==> src/rtl/core/csvfs_pkg.sv <==
// Shared types and constants for the CSV field splitter.
// Used by every module of the block; depends on nothing.
`default_nettype none

package csvfs_pkg;

    localparam int MAX_FIELDS_DEF = 256;
    localparam int QDEPTH         = 2;
    localparam int QPTR_W         = $clog2(QDEPTH);
    localparam int QCNT_W         = $clog2(QDEPTH + 1);

    localparam logic [7:0] CH_COMMA = 8'h2C;
    localparam logic [7:0] CH_QUOTE = 8'h22;
    localparam logic [7:0] CH_CR    = 8'h0D;
    localparam logic [7:0] CH_LF    = 8'h0A;

    typedef enum logic [2:0] {
        MODE_START   = 3'd0,
        MODE_PLAIN   = 3'd1,
        MODE_QUOTED  = 3'd2,
        MODE_QSEEN   = 3'd3,
        MODE_LITERAL = 3'd4
    } t_mode;

    typedef enum logic [1:0] {
        KIND_DATA      = 2'd0,
        KIND_FIELD_END = 2'd1,
        KIND_LINE_END  = 2'd2,
        KIND_EMPTY     = 2'd3
    } t_kind;

    typedef enum logic [2:0] {
        CL_OTHER = 3'd0,
        CL_COMMA = 3'd1,
        CL_QUOTE = 3'd2,
        CL_CR    = 3'd3,
        CL_LF    = 3'd4,
        CL_EOS   = 3'd5
    } t_class;

    // one classified word between front and back
    typedef struct packed {
        t_class     cls;
        logic [7:0] data;
    } t_word;

endpackage

`default_nettype wire

==> src/rtl/core/csv_field_splitter.sv <==
// An accepted byte passes the front register, the queue and the result register in turn.
// Throughput: one byte per cycle while the output accepts results, set by the parse state update.
// Front register, two-entry queue and result register each stall on their own.
// Reset (synchronous, active low) empties every stage and returns the parser
// to the start of a line with field number zero.
`default_nettype none

module csv_field_splitter #(
    parameter int MAX_FIELDS = csvfs_pkg::MAX_FIELDS_DEF
) (
    input  wire logic        i_clk,
    input  wire logic        i_rst_n,
    input  wire logic        i_valid,
    output logic             o_ready,
    input  wire logic [7:0]  i_data_byte,
    input  wire logic        i_end_of_stream,
    output logic             o_valid,
    input  wire logic        i_ready,
    output logic [7:0]       o_out_byte,
    output logic [1:0]       o_kind,
    output logic [7:0]       o_field_number
);
    import csvfs_pkg::*;

    logic  f_valid, f_ready;
    t_word f_word;
    logic  q_valid, q_ready;
    t_word q_word;

    csvfs_front u_front (
        .i_clk           (i_clk),
        .i_rst_n         (i_rst_n),
        .i_valid         (i_valid),
        .o_ready         (o_ready),
        .i_data_byte     (i_data_byte),
        .i_end_of_stream (i_end_of_stream),
        .o_valid         (f_valid),
        .i_ready         (f_ready),
        .o_word          (f_word)
    );

    csvfs_queue u_queue (
        .i_clk   (i_clk),
        .i_rst_n (i_rst_n),
        .i_valid (f_valid),
        .o_ready (f_ready),
        .i_word  (f_word),
        .o_valid (q_valid),
        .i_ready (q_ready),
        .o_word  (q_word)
    );

    csvfs_back #(
        .MAX_FIELDS (MAX_FIELDS)
    ) u_back (
        .i_clk          (i_clk),
        .i_rst_n        (i_rst_n),
        .i_valid        (q_valid),
        .o_ready        (q_ready),
        .i_word         (q_word),
        .o_valid        (o_valid),
        .i_ready        (i_ready),
        .o_out_byte     (o_out_byte),
        .o_kind         (o_kind),
        .o_field_number (o_field_number)
    );

endmodule

`default_nettype wire

==> src/rtl/core/csvfs_front.sv <==
// Front end: accepts input words and classifies each byte.
// Depends on csvfs_pkg.
`default_nettype none

module csvfs_front (
    input  wire logic             i_clk,
    input  wire logic             i_rst_n,
    input  wire logic             i_valid,
    output logic                  o_ready,
    input  wire logic [7:0]       i_data_byte,
    input  wire logic             i_end_of_stream,
    output logic                  o_valid,
    input  wire logic             i_ready,
    output csvfs_pkg::t_word      o_word
);
    import csvfs_pkg::*;

    logic  r_valid;
    t_word r_word;
    t_word n_word;
    logic  take;

    assign o_ready = !r_valid || i_ready;
    assign take    = i_valid && o_ready;
    assign o_valid = r_valid;
    assign o_word  = r_word;

    always_comb begin
        n_word.data = i_data_byte;
        priority if (i_end_of_stream) begin
            n_word.cls = CL_EOS;
        end else if (i_data_byte == CH_COMMA) begin
            n_word.cls = CL_COMMA;
        end else if (i_data_byte == CH_QUOTE) begin
            n_word.cls = CL_QUOTE;
        end else if (i_data_byte == CH_CR) begin
            n_word.cls = CL_CR;
        end else if (i_data_byte == CH_LF) begin
            n_word.cls = CL_LF;
        end else begin
            n_word.cls = CL_OTHER;
        end
    end

    always_ff @(posedge i_clk) begin
        if (!i_rst_n) begin
            r_valid <= 1'b0;
        end else if (take) begin
            r_valid <= 1'b1;
        end else if (i_ready) begin
            r_valid <= 1'b0;
        end
    end

    always_ff @(posedge i_clk) begin
        if (take) begin
            r_word <= n_word;
        end
    end

endmodule

`default_nettype wire

==> src/rtl/core/csvfs_queue.sv <==
// Short register queue decoupling the front end from the parser.
// Depends on csvfs_pkg.
`default_nettype none

module csvfs_queue (
    input  wire logic             i_clk,
    input  wire logic             i_rst_n,
    input  wire logic             i_valid,
    output logic                  o_ready,
    input  csvfs_pkg::t_word      i_word,
    output logic                  o_valid,
    input  wire logic             i_ready,
    output csvfs_pkg::t_word      o_word
);
    import csvfs_pkg::*;

    t_word              r_mem [QDEPTH];
    logic [QPTR_W-1:0]  r_wptr;
    logic [QPTR_W-1:0]  r_rptr;
    logic [QCNT_W-1:0]  r_count;
    logic               push;
    logic               pop;

    assign o_ready = r_count != QCNT_W'(QDEPTH);
    assign o_valid = r_count != '0;
    assign o_word  = r_mem[r_rptr];
    assign push    = i_valid && o_ready;
    assign pop     = i_ready && o_valid;

    always_ff @(posedge i_clk) begin
        if (!i_rst_n) begin
            r_wptr  <= '0;
            r_rptr  <= '0;
            r_count <= '0;
        end else begin
            if (push) begin
                r_wptr <= (r_wptr == QPTR_W'(QDEPTH - 1)) ? '0 : r_wptr + 1'b1;
            end
            if (pop) begin
                r_rptr <= (r_rptr == QPTR_W'(QDEPTH - 1)) ? '0 : r_rptr + 1'b1;
            end
            if (push && !pop) begin
                r_count <= r_count + 1'b1;
            end else if (pop && !push) begin
                r_count <= r_count - 1'b1;
            end
        end
    end

    always_ff @(posedge i_clk) begin
        if (push) begin
            r_mem[r_wptr] <= i_word;
        end
    end

endmodule

`default_nettype wire

==> src/rtl/core/csvfs_back.sv <==
// Back end: CSV parse state machine and registered result stage.
// Depends on csvfs_pkg.
`default_nettype none

module csvfs_back #(
    parameter int MAX_FIELDS = csvfs_pkg::MAX_FIELDS_DEF
) (
    input  wire logic             i_clk,
    input  wire logic             i_rst_n,
    input  wire logic             i_valid,
    output logic                  o_ready,
    input  csvfs_pkg::t_word      i_word,
    output logic                  o_valid,
    input  wire logic             i_ready,
    output logic [7:0]            o_out_byte,
    output logic [1:0]            o_kind,
    output logic [7:0]            o_field_number
);
    import csvfs_pkg::*;

    localparam logic [7:0] FIELD_CAP =
        ((MAX_FIELDS - 1) > 255) ? 8'd255 : 8'(MAX_FIELDS - 1);

    t_mode       r_mode, n_mode;
    logic        r_acr, n_acr;
    logic        r_started, n_started;
    logic [7:0]  r_index, n_index;

    logic        r_o_valid;
    logic [7:0]  r_o_byte;
    t_kind       r_o_kind;
    logic [7:0]  r_o_num;

    logic        emit;
    logic [7:0]  e_byte;
    t_kind       e_kind;
    logic [7:0]  e_num;
    logic        pop;

    assign o_ready        = !r_o_valid || i_ready;
    assign pop            = i_valid && o_ready;
    assign o_valid        = r_o_valid;
    assign o_out_byte     = r_o_byte;
    assign o_kind         = r_o_kind;
    assign o_field_number = r_o_num;

    always_comb begin
        n_mode    = r_mode;
        n_acr     = 1'b0;
        n_started = r_started;
        n_index   = r_index;
        emit      = 1'b0;
        e_byte    = '0;
        e_kind    = KIND_DATA;
        e_num     = r_index;

        priority if (i_word.cls == CL_EOS) begin
            emit      = r_started;
            e_kind    = KIND_LINE_END;
            n_mode    = MODE_START;
            n_index   = '0;
            n_started = 1'b0;
        end else if (r_acr && i_word.cls == CL_LF) begin
            // LF of a CR LF pair
        end else if (i_word.cls == CL_CR || i_word.cls == CL_LF) begin
            n_acr     = i_word.cls == CL_CR;
            emit      = 1'b1;
            e_kind    = r_started ? KIND_LINE_END : KIND_EMPTY;
            e_num     = r_started ? r_index : '0;
            n_mode    = MODE_START;
            n_index   = '0;
            n_started = 1'b0;
        end else begin
            n_started = 1'b1;
            emit      = 1'b1;
            e_byte    = i_word.data;
            unique case (r_mode)
                MODE_START: begin
                    unique case (i_word.cls)
                        CL_QUOTE: begin
                            emit   = 1'b0;
                            e_byte = '0;
                            n_mode = MODE_QUOTED;
                        end
                        CL_COMMA: begin
                            e_byte = '0;
                        end
                        default: begin
                            n_mode = MODE_PLAIN;
                        end
                    endcase
                end
                MODE_QUOTED: begin
                    if (i_word.cls == CL_QUOTE) begin
                        emit   = 1'b0;
                        e_byte = '0;
                        n_mode = MODE_QSEEN;
                    end
                end
                MODE_QSEEN: begin
                    unique case (i_word.cls)
                        CL_QUOTE: begin
                            n_mode = MODE_QUOTED;
                        end
                        CL_COMMA: begin
                            e_byte = '0;
                        end
                        default: begin
                            n_mode = MODE_LITERAL;
                        end
                    endcase
                end
                default: begin
                    if (i_word.cls == CL_COMMA) begin
                        e_byte = '0;
                    end
                end
            endcase
            if (i_word.cls == CL_COMMA && !(r_mode == MODE_QUOTED)) begin
                e_kind = KIND_FIELD_END;
                n_mode = MODE_START;
                if (r_index < FIELD_CAP) begin
                    n_index = r_index + 8'd1;
                end
            end
        end
    end

    always_ff @(posedge i_clk) begin
        if (!i_rst_n) begin
            r_mode    <= MODE_START;
            r_acr     <= 1'b0;
            r_started <= 1'b0;
            r_index   <= '0;
            r_o_valid <= 1'b0;
        end else begin
            if (pop) begin
                r_mode    <= n_mode;
                r_acr     <= n_acr;
                r_started <= n_started;
                r_index   <= n_index;
                r_o_valid <= emit;
            end else if (i_ready) begin
                r_o_valid <= 1'b0;
            end
        end
    end

    always_ff @(posedge i_clk) begin
        if (pop && emit) begin
            r_o_byte <= e_byte;
            r_o_kind <= e_kind;
            r_o_num  <= e_num;
        end
    end

endmodule

`default_nettype wire

==> config.mk <==
export PLATFORM = sky130hd
export DESIGN_NAME = csv_field_splitter
export DESIGN_NICKNAME = d
export VERILOG_FILES = /design/src/rtl/core/csvfs_pkg.sv /design/src/rtl/core/csv_field_splitter.sv /design/src/rtl/core/csvfs_front.sv /design/src/rtl/core/csvfs_queue.sv /design/src/rtl/core/csvfs_back.sv
export SDC_FILE = /design/constraint.sdc
export NUM_CORES = 1
export LEC_CHECK = 0
export BUFFER_PORTS_ARGS = -buffer_cell sky130_fd_sc_hd__clkbuf_2
export CORE_UTILIZATION = 50
export CTS_CLUSTER_DIAMETER = 30
export DETAILED_ROUTE_END_ITERATION = 10
export MAX_ROUTING_LAYER = met4
export PLACE_DENSITY = 0.8
export SYNTH_ARGS = -nofsm -noshare
export SYNTH_HDL_FRONTEND = slang
export SYNTH_SLANG_ARGS = --single-unit
==> constraint.sdc <==
create_clock -name i_clk -period 4.2 [get_ports i_clk]
set_input_delay 0.63 -clock i_clk [delete_from_list [all_inputs] [get_ports i_clk]]
set_output_delay 0.63 -clock i_clk [all_outputs]
set_load 0.01 [all_outputs]
==> qor.yml, run 1 <==
run_status: "finished, final reports clean"
cts_hold_buf: 0
num_vias: 1927
post-route-drc-count: 0
postSynthCellCount: 233
cts_tree: "done"
portBuffers: 32
num_antenna_cells: 0
yosys_warnings: 0
die_w_um: 79.7
nets: 286
globalplace.congestion: 0.833
drt_iter0_drc: 161
finalMaxSlewViolations: 0
clock_path_buffers: 2
final-hold-violation-count: 0
min_path_type: "register to register"
cts.sinks: 71
grt_overflow: 0
cts.clk_slew.worst_paths_ns: 0.07
timing.final.crit_share_pct: 62.3
leakagePower_nw: 1.23
multi_input_area_sq_um: 1030
syn2layout_area_growth_pct: 13.7
ios: 33
clock_skew_ns: 0.00923
ys_seq_elements: 71
max_slew_margin_pct: 39.3
instances_no_fill: 348
track_usage_pct: 18.5
crit_path_end_kind: "register"
cts_setup_buffers: 0
max_freq_mhz: 382
critPathRequiredTime_ns: 4.18
clk_latency_ns: 0.35
cp_data_arrival_time_ns: 2.59
wirelength_um: 5040
syn_area_sq_um: 3020
rsz0062_at_grt: "false"
start_util_pct: 53.2
post_drt_wl_per_cell_um: 14.5
ys.flop_type: "edfxtp_1"
critPathKind: "register to register"
grt_max_degree: 20
drive_above_1_share_pct: 23.9
ys_types: 53
hpwl_um: 3520
via_per_inst: 5.54
fin_tns_setup_ns: 0
placementRows: 27
cp-start-kind: "register"
drt-pass1-iter-count: 4
hold_start: "u_front.o_word[10]"
async_flop_share_pct: 0
syn-num-nets: 248
seq_area_frac_synth_pct: 63.9
first_global_vias: 1791
setup_viol: 0
ant_nets: 0
die_h_um: 79.7
yosysMostFrequentCell: "edfxtp_1"
die_area_sq_um: 6360
cap_violations: 0
period_needed_ns: 2.61
cts_resized: 0
worst_pin_slew_ns: 0.908
p_per_area_nw_per_um2: 614
path_max_fanout: 19
syn_area_per_cell_sq_um: 13.0
dpl.cell_count: 332
yosysTopAreaCell: "edfxtp_1"
peakVddDrop_mv: 0.299
synth_area_leaders: "edfxtp_1 51%, dfxtp_1 13%, mux2i_1 4.0%, nor2_1 3.2%, nor2b_2 2.3%"
root_buffer: "clkbuf_8"
seq_area_sq_um: 1930
grt_pass1_wl_um: 8380
core-area_sq_um: 5680
cts_buffers: 9
netlist.area_leader.share_pct: 50.7
ys_top_cells_by_count: "51 x edfxtp_1, 26 x nor2_1, 20 x dfxtp_1"
synth-edff-count: 51
cts.htree.levels: 3
num-fill-cells: 462
antenna_found_initial: 0
-- flip-flops by register name, summed over array words and instances, names as in the netlist, 2 cells and up, named ones only --
register and cells:
u_back.o_field_number 8, u_back.o_kind 2, u_back.o_out_byte 8, u_back.r_index 8, u_back.r_mode 3, u_front.o_word 11
u_queue.r_count 2, u_queue.r_mem 22
-- cell usage in the layout (no fill, tap or decap), drive strengths merged, types with 2 or more instances in the layout --
| master | Yosys | routed |
|---|---|---|
| edfxtp | 51 | 51 |
| clkbuf | 2 | 42 |
| nor2 | 28 | 28 |
| dfxtp | 20 | 20 |
| nor2b | 13 | 13 |
| mux2i | 12 | 12 |
| o21ai | 9 | 9 |
| nand2 | 8 | 8 |
| inv | 6 | 8 |
| nand3 | 7 | 7 |
| xnor2 | 7 | 7 |
| and2 | 6 | 6 |
| nor4 | 5 | 5 |
| a21oi | 5 | 5 |
| nor3 | 4 | 4 |
| mux2 | 3 | 3 |
| nor3b | 3 | 3 |
| and3 | 3 | 3 |
| nand2b | 3 | 3 |
| o21a | 3 | 3 |
| clkinv | 0 | 3 |
| nand3b | 2 | 2 |
| a22oi | 2 | 2 |
| or4 | 2 | 2 |
| xor2 | 2 | 2 |
| a21boi | 2 | 2 |
| ha | 2 | 2 |
| or3b | 2 | 2 |
| a32oi | 2 | 2 |
| nand4 | 2 | 2 |
-- per-layer routing --
layer,vias to the layer above,part of all wire (%),routed length [um],global-route usage (%)
met3,11,5.6,280,6.86
li1,940,-,-,-
met1,911,48,2440,23.8
met5,-,0,0,-
met4,0,1.6,81,7.50
met2,65,44,2240,26.3
-- final cells by class --
cell class / instances / area share (%)
inverter: 6 / 0.656
multi-input combinational: 151 / 30.1
clock buffer: 10 / 3.72
timing repair buffer: 32 / 4.66
clock inverter: 6 / 2.04
tap: 72 / 2.62
sequential: 71 / 56.2
-- report_power, final --
part	internal, mW	switching (mW)	total [mW]
combinational	0.220	0.343	0.562
clock	0.279	0.256	0.535
sequential	0.922	0.0889	1.01
-- worst max-delay path, stage by stage (launching register included) --
cell,delay (ns)
dfxtp_1,0.87
mux2i_1,0.47
nor2_1,0.07
o21bai_1,0.12
and3_1,0.70
-- cell families (layout without fill, tap and decap cells) --
| group | count (synthesis) | count (layout) | synth area share (%) |
|---|---|---|---|
| flip-flops | 71 | 71 | 63.9 |
| AND/OR/NAND/NOR | 90 | 90 | 17.4 |
| adder cells (fa/ha/maj) | 3 | 3 | 1.16 |
| buffers and inverters | 11 | 54 | 1.90 |
| AO/OA/AOI/OAI | 34 | 34 | 7.91 |
| multiplexers | 15 | 15 | 5.09 |
| XOR/XNOR | 9 | 9 | 2.61 |
-- worst paths after layout --
| check | end | slack [ns] | depth (start not counted) |
|---|---|---|---|
| max | u_back.o_field_number[1] | 1.59 | 4 |
| min | u_queue.r_mem[1][10] | 0.45 | 0 |
| max reg2reg | u_back.o_field_number[1] | 1.59 | 4 |
| min reg2reg | u_queue.r_mem[1][10] | 0.45 | 0 |
-- stage by stage --
step / total power [mW] / utilization (%) / worst slack [ns] / area, sq um / hold WS (ns)
after floorplan: 1.44 / - / 2.06 / 3020 / 0.421
after global placement: 1.57 / 57.0 / 1.69 / 3240 / 0.426
after detailed placement: 1.59 / 57.0 / 1.60 / 3240 / 0.434
after CTS: 2.12 / 60.5 / 1.59 / 3430 / 0.451
after global routing: 2.23 / 60.5 / 1.33 / 3430 / 0.457
final: 2.11 / 60.5 / 1.59 / 3430 / 0.449
No activity file was read; power rests on OpenSTA's default activity.
==> inputs of run 2 (changes only) <==
==> constraint.sdc (replaced) <==
create_clock -name i_clk -period 2.63 [get_ports i_clk]
set_input_delay 0.3945 -clock i_clk [delete_from_list [all_inputs] [get_ports i_clk]]
set_output_delay 0.3945 -clock i_clk [all_outputs]
set_load 0.01 [all_outputs]
==> qor.yml, run 2 (synthesized netlist as in run 1, its figures left out) <==
run_status: "finished, final reports clean"
start_util_pct: 53.2  # unchanged
final-hold-violation-count: 0  # unchanged
drive_above_1_share_pct: 24.3  # +0.37 points
rsz0062_at_grt: "false"
grt_overflow: 0  # unchanged
die_w_um: 79.7  # unchanged
p_per_area_nw_per_um2: 981  # +60%
cts_hold_buf: 0  # unchanged
cts_resized: 0  # unchanged
seq_area_sq_um: 1930  # unchanged
holdWs_ns: 0.245  # -0.203 ns
post-route-drc-count: 0  # unchanged
via_per_inst: 5.57  # +0.66%
setup_viol: 0  # unchanged
num_vias: 1962  # +1.8%
multi_input_area_sq_um: 1030  # unchanged
timing.final.crit_share_pct: 86.3  # +24 points
globalplace.congestion: 0.871  # +4.5%
hpwl_um: 3960  # +12%
period_needed_ns: 2.27  # -0.344 ns
portBuffers: 32  # unchanged
ios: 33  # unchanged
cts_setup_buffers: 0  # unchanged
die_h_um: 79.7  # unchanged
num_antenna_cells: 0  # unchanged
cts.sinks: 71  # unchanged
core-area_sq_um: 5680  # unchanged
clock_skew_ns: 0.00586  # -0.00337 ns
fin_area_sq_um: 3450  # +0.44%
clock_path_buffers: 2  # unchanged
leakagePower_nw: 1.24  # +0.70%
path_max_fanout: 12  # -7
final_core_util_pct: 60.8  # +0.26 points
clk_latency_ns: 0.34  # about the same
peakVddDrop_mv: 0.435  # +45%
cts_tree: "done"
root_buffer: "clkbuf_8"
max_freq_mhz: 440  # +15%
die_area_sq_um: 6360  # unchanged
largest_register_ffs: 22  # unchanged
track_usage_pct: 19.9  # +1.5 points
post_drt_wl_per_cell_um: 15.7  # +8.6%
setup_ws_ns: 0.359  # -1.23 ns
cts.clk_slew.worst_paths_ns: 0.07  # about the same
grt_pass1_wl_um: 9000  # +7.3%
critPathKind: "register to register"
cap_violations: 0  # unchanged
wirelength_um: 5530  # +9.9%
min_path_type: "input pin to register"
drt-pass1-iter-count: 4  # unchanged
final_cell_mix: "51 x edfxtp_1, 32 x clkbuf_2, 26 x nor2_1"
num-fill-cells: 436  # -5.6%
finalMaxSlewViolations: 0  # unchanged
first_global_vias: 1881  # +5.0%
placementRows: 27  # unchanged
worst_pin_slew_ns: 0.867  # -0.0413 ns
max_slew_margin_pct: 42.2  # +3.0 points
drt_iter0_drc: 174  # +8.1%
dp_slack_ns: 0.388  # -1.21 ns
critPathRequiredTime_ns: 2.85  # -1.33 ns
cts_buffers: 9  # unchanged
grt_max_degree: 20  # unchanged
placed_cell_area_sq_um: 3270  # +0.93%
antenna_found_initial: 0  # unchanged
fin_tns_setup_ns: 0  # unchanged
regMostFlops: "u_queue.r_mem"
mostFrequentLayoutCell: "edfxtp_1"
crit_path_end_kind: "register"
nets: 290  # +1.4%
cp_data_arrival_time_ns: 2.49  # -0.10 ns
ant_nets: 0  # unchanged
cts.htree.levels: 3  # unchanged
cp-start-kind: "register"
syn2layout_area_growth_pct: 14.2
## run 2: worst paths after layout
check,startpoint,end,slack [ns],depth (start not counted)
setup / recovery,register,u_back.r_index[6],0.36,6
hold / removal,i_data_byte[4],u_front.o_word[4],0.25,1
hold reg to reg,u_front.o_word[4],u_queue.r_mem[1][4],0.45,0
setup reg to reg,register,u_back.r_index[6],0.36,6
## run 2: worst max-delay path, stage by stage (launching register included)
cell and delay [ns]:
dfxtp_1 0.47, buf_4 0.30, mux2i_1 0.43, nand4_2 0.28, nor4_1 0.40, mux2i_1 0.22, nor2_1 0.05
## run 2: cell type report
cell class | count | area share, %
flip-flops and latches | 71 | 56.0
well taps | 72 | 2.61
multi-input cells | 151 | 29.9
repair buffers | 36 | 5.51
inverters | 6 | 0.653
clock inverters | 4 | 1.38
clock buffers | 12 | 3.92
## run 2: metal layers
layer / GRT usage (%) / share of wire, % / routed length [um] / vias up
met5: - / 0 / 0 / -
met4: 8.75 / 2.3 / 125 / 0
met3: 6.29 / 5.4 / 301 / 14
met2: 29.6 / 47 / 2590 / 67
met1: 25.2 / 45 / 2520 / 940
li1: - / - / - / 941
## run 2: per-stage QoR
stage          total power, mW  instances
5_1_grt                   3.56        352
3_3_place_gp              2.54        336
6_report                  3.39        352
4_1_cts                   3.40        352
3_5_place_dp              2.59        336
2_1_floorplan             2.29        233
## run 2: power breakdown
group	leakage [nW]	internal (mW)	total, mW	switching (mW)
logic	0.505	0.372	0.986	0.614
clock network	0.0904	0.436	0.812	0.376
registers	0.647	1.47	1.59	0.114
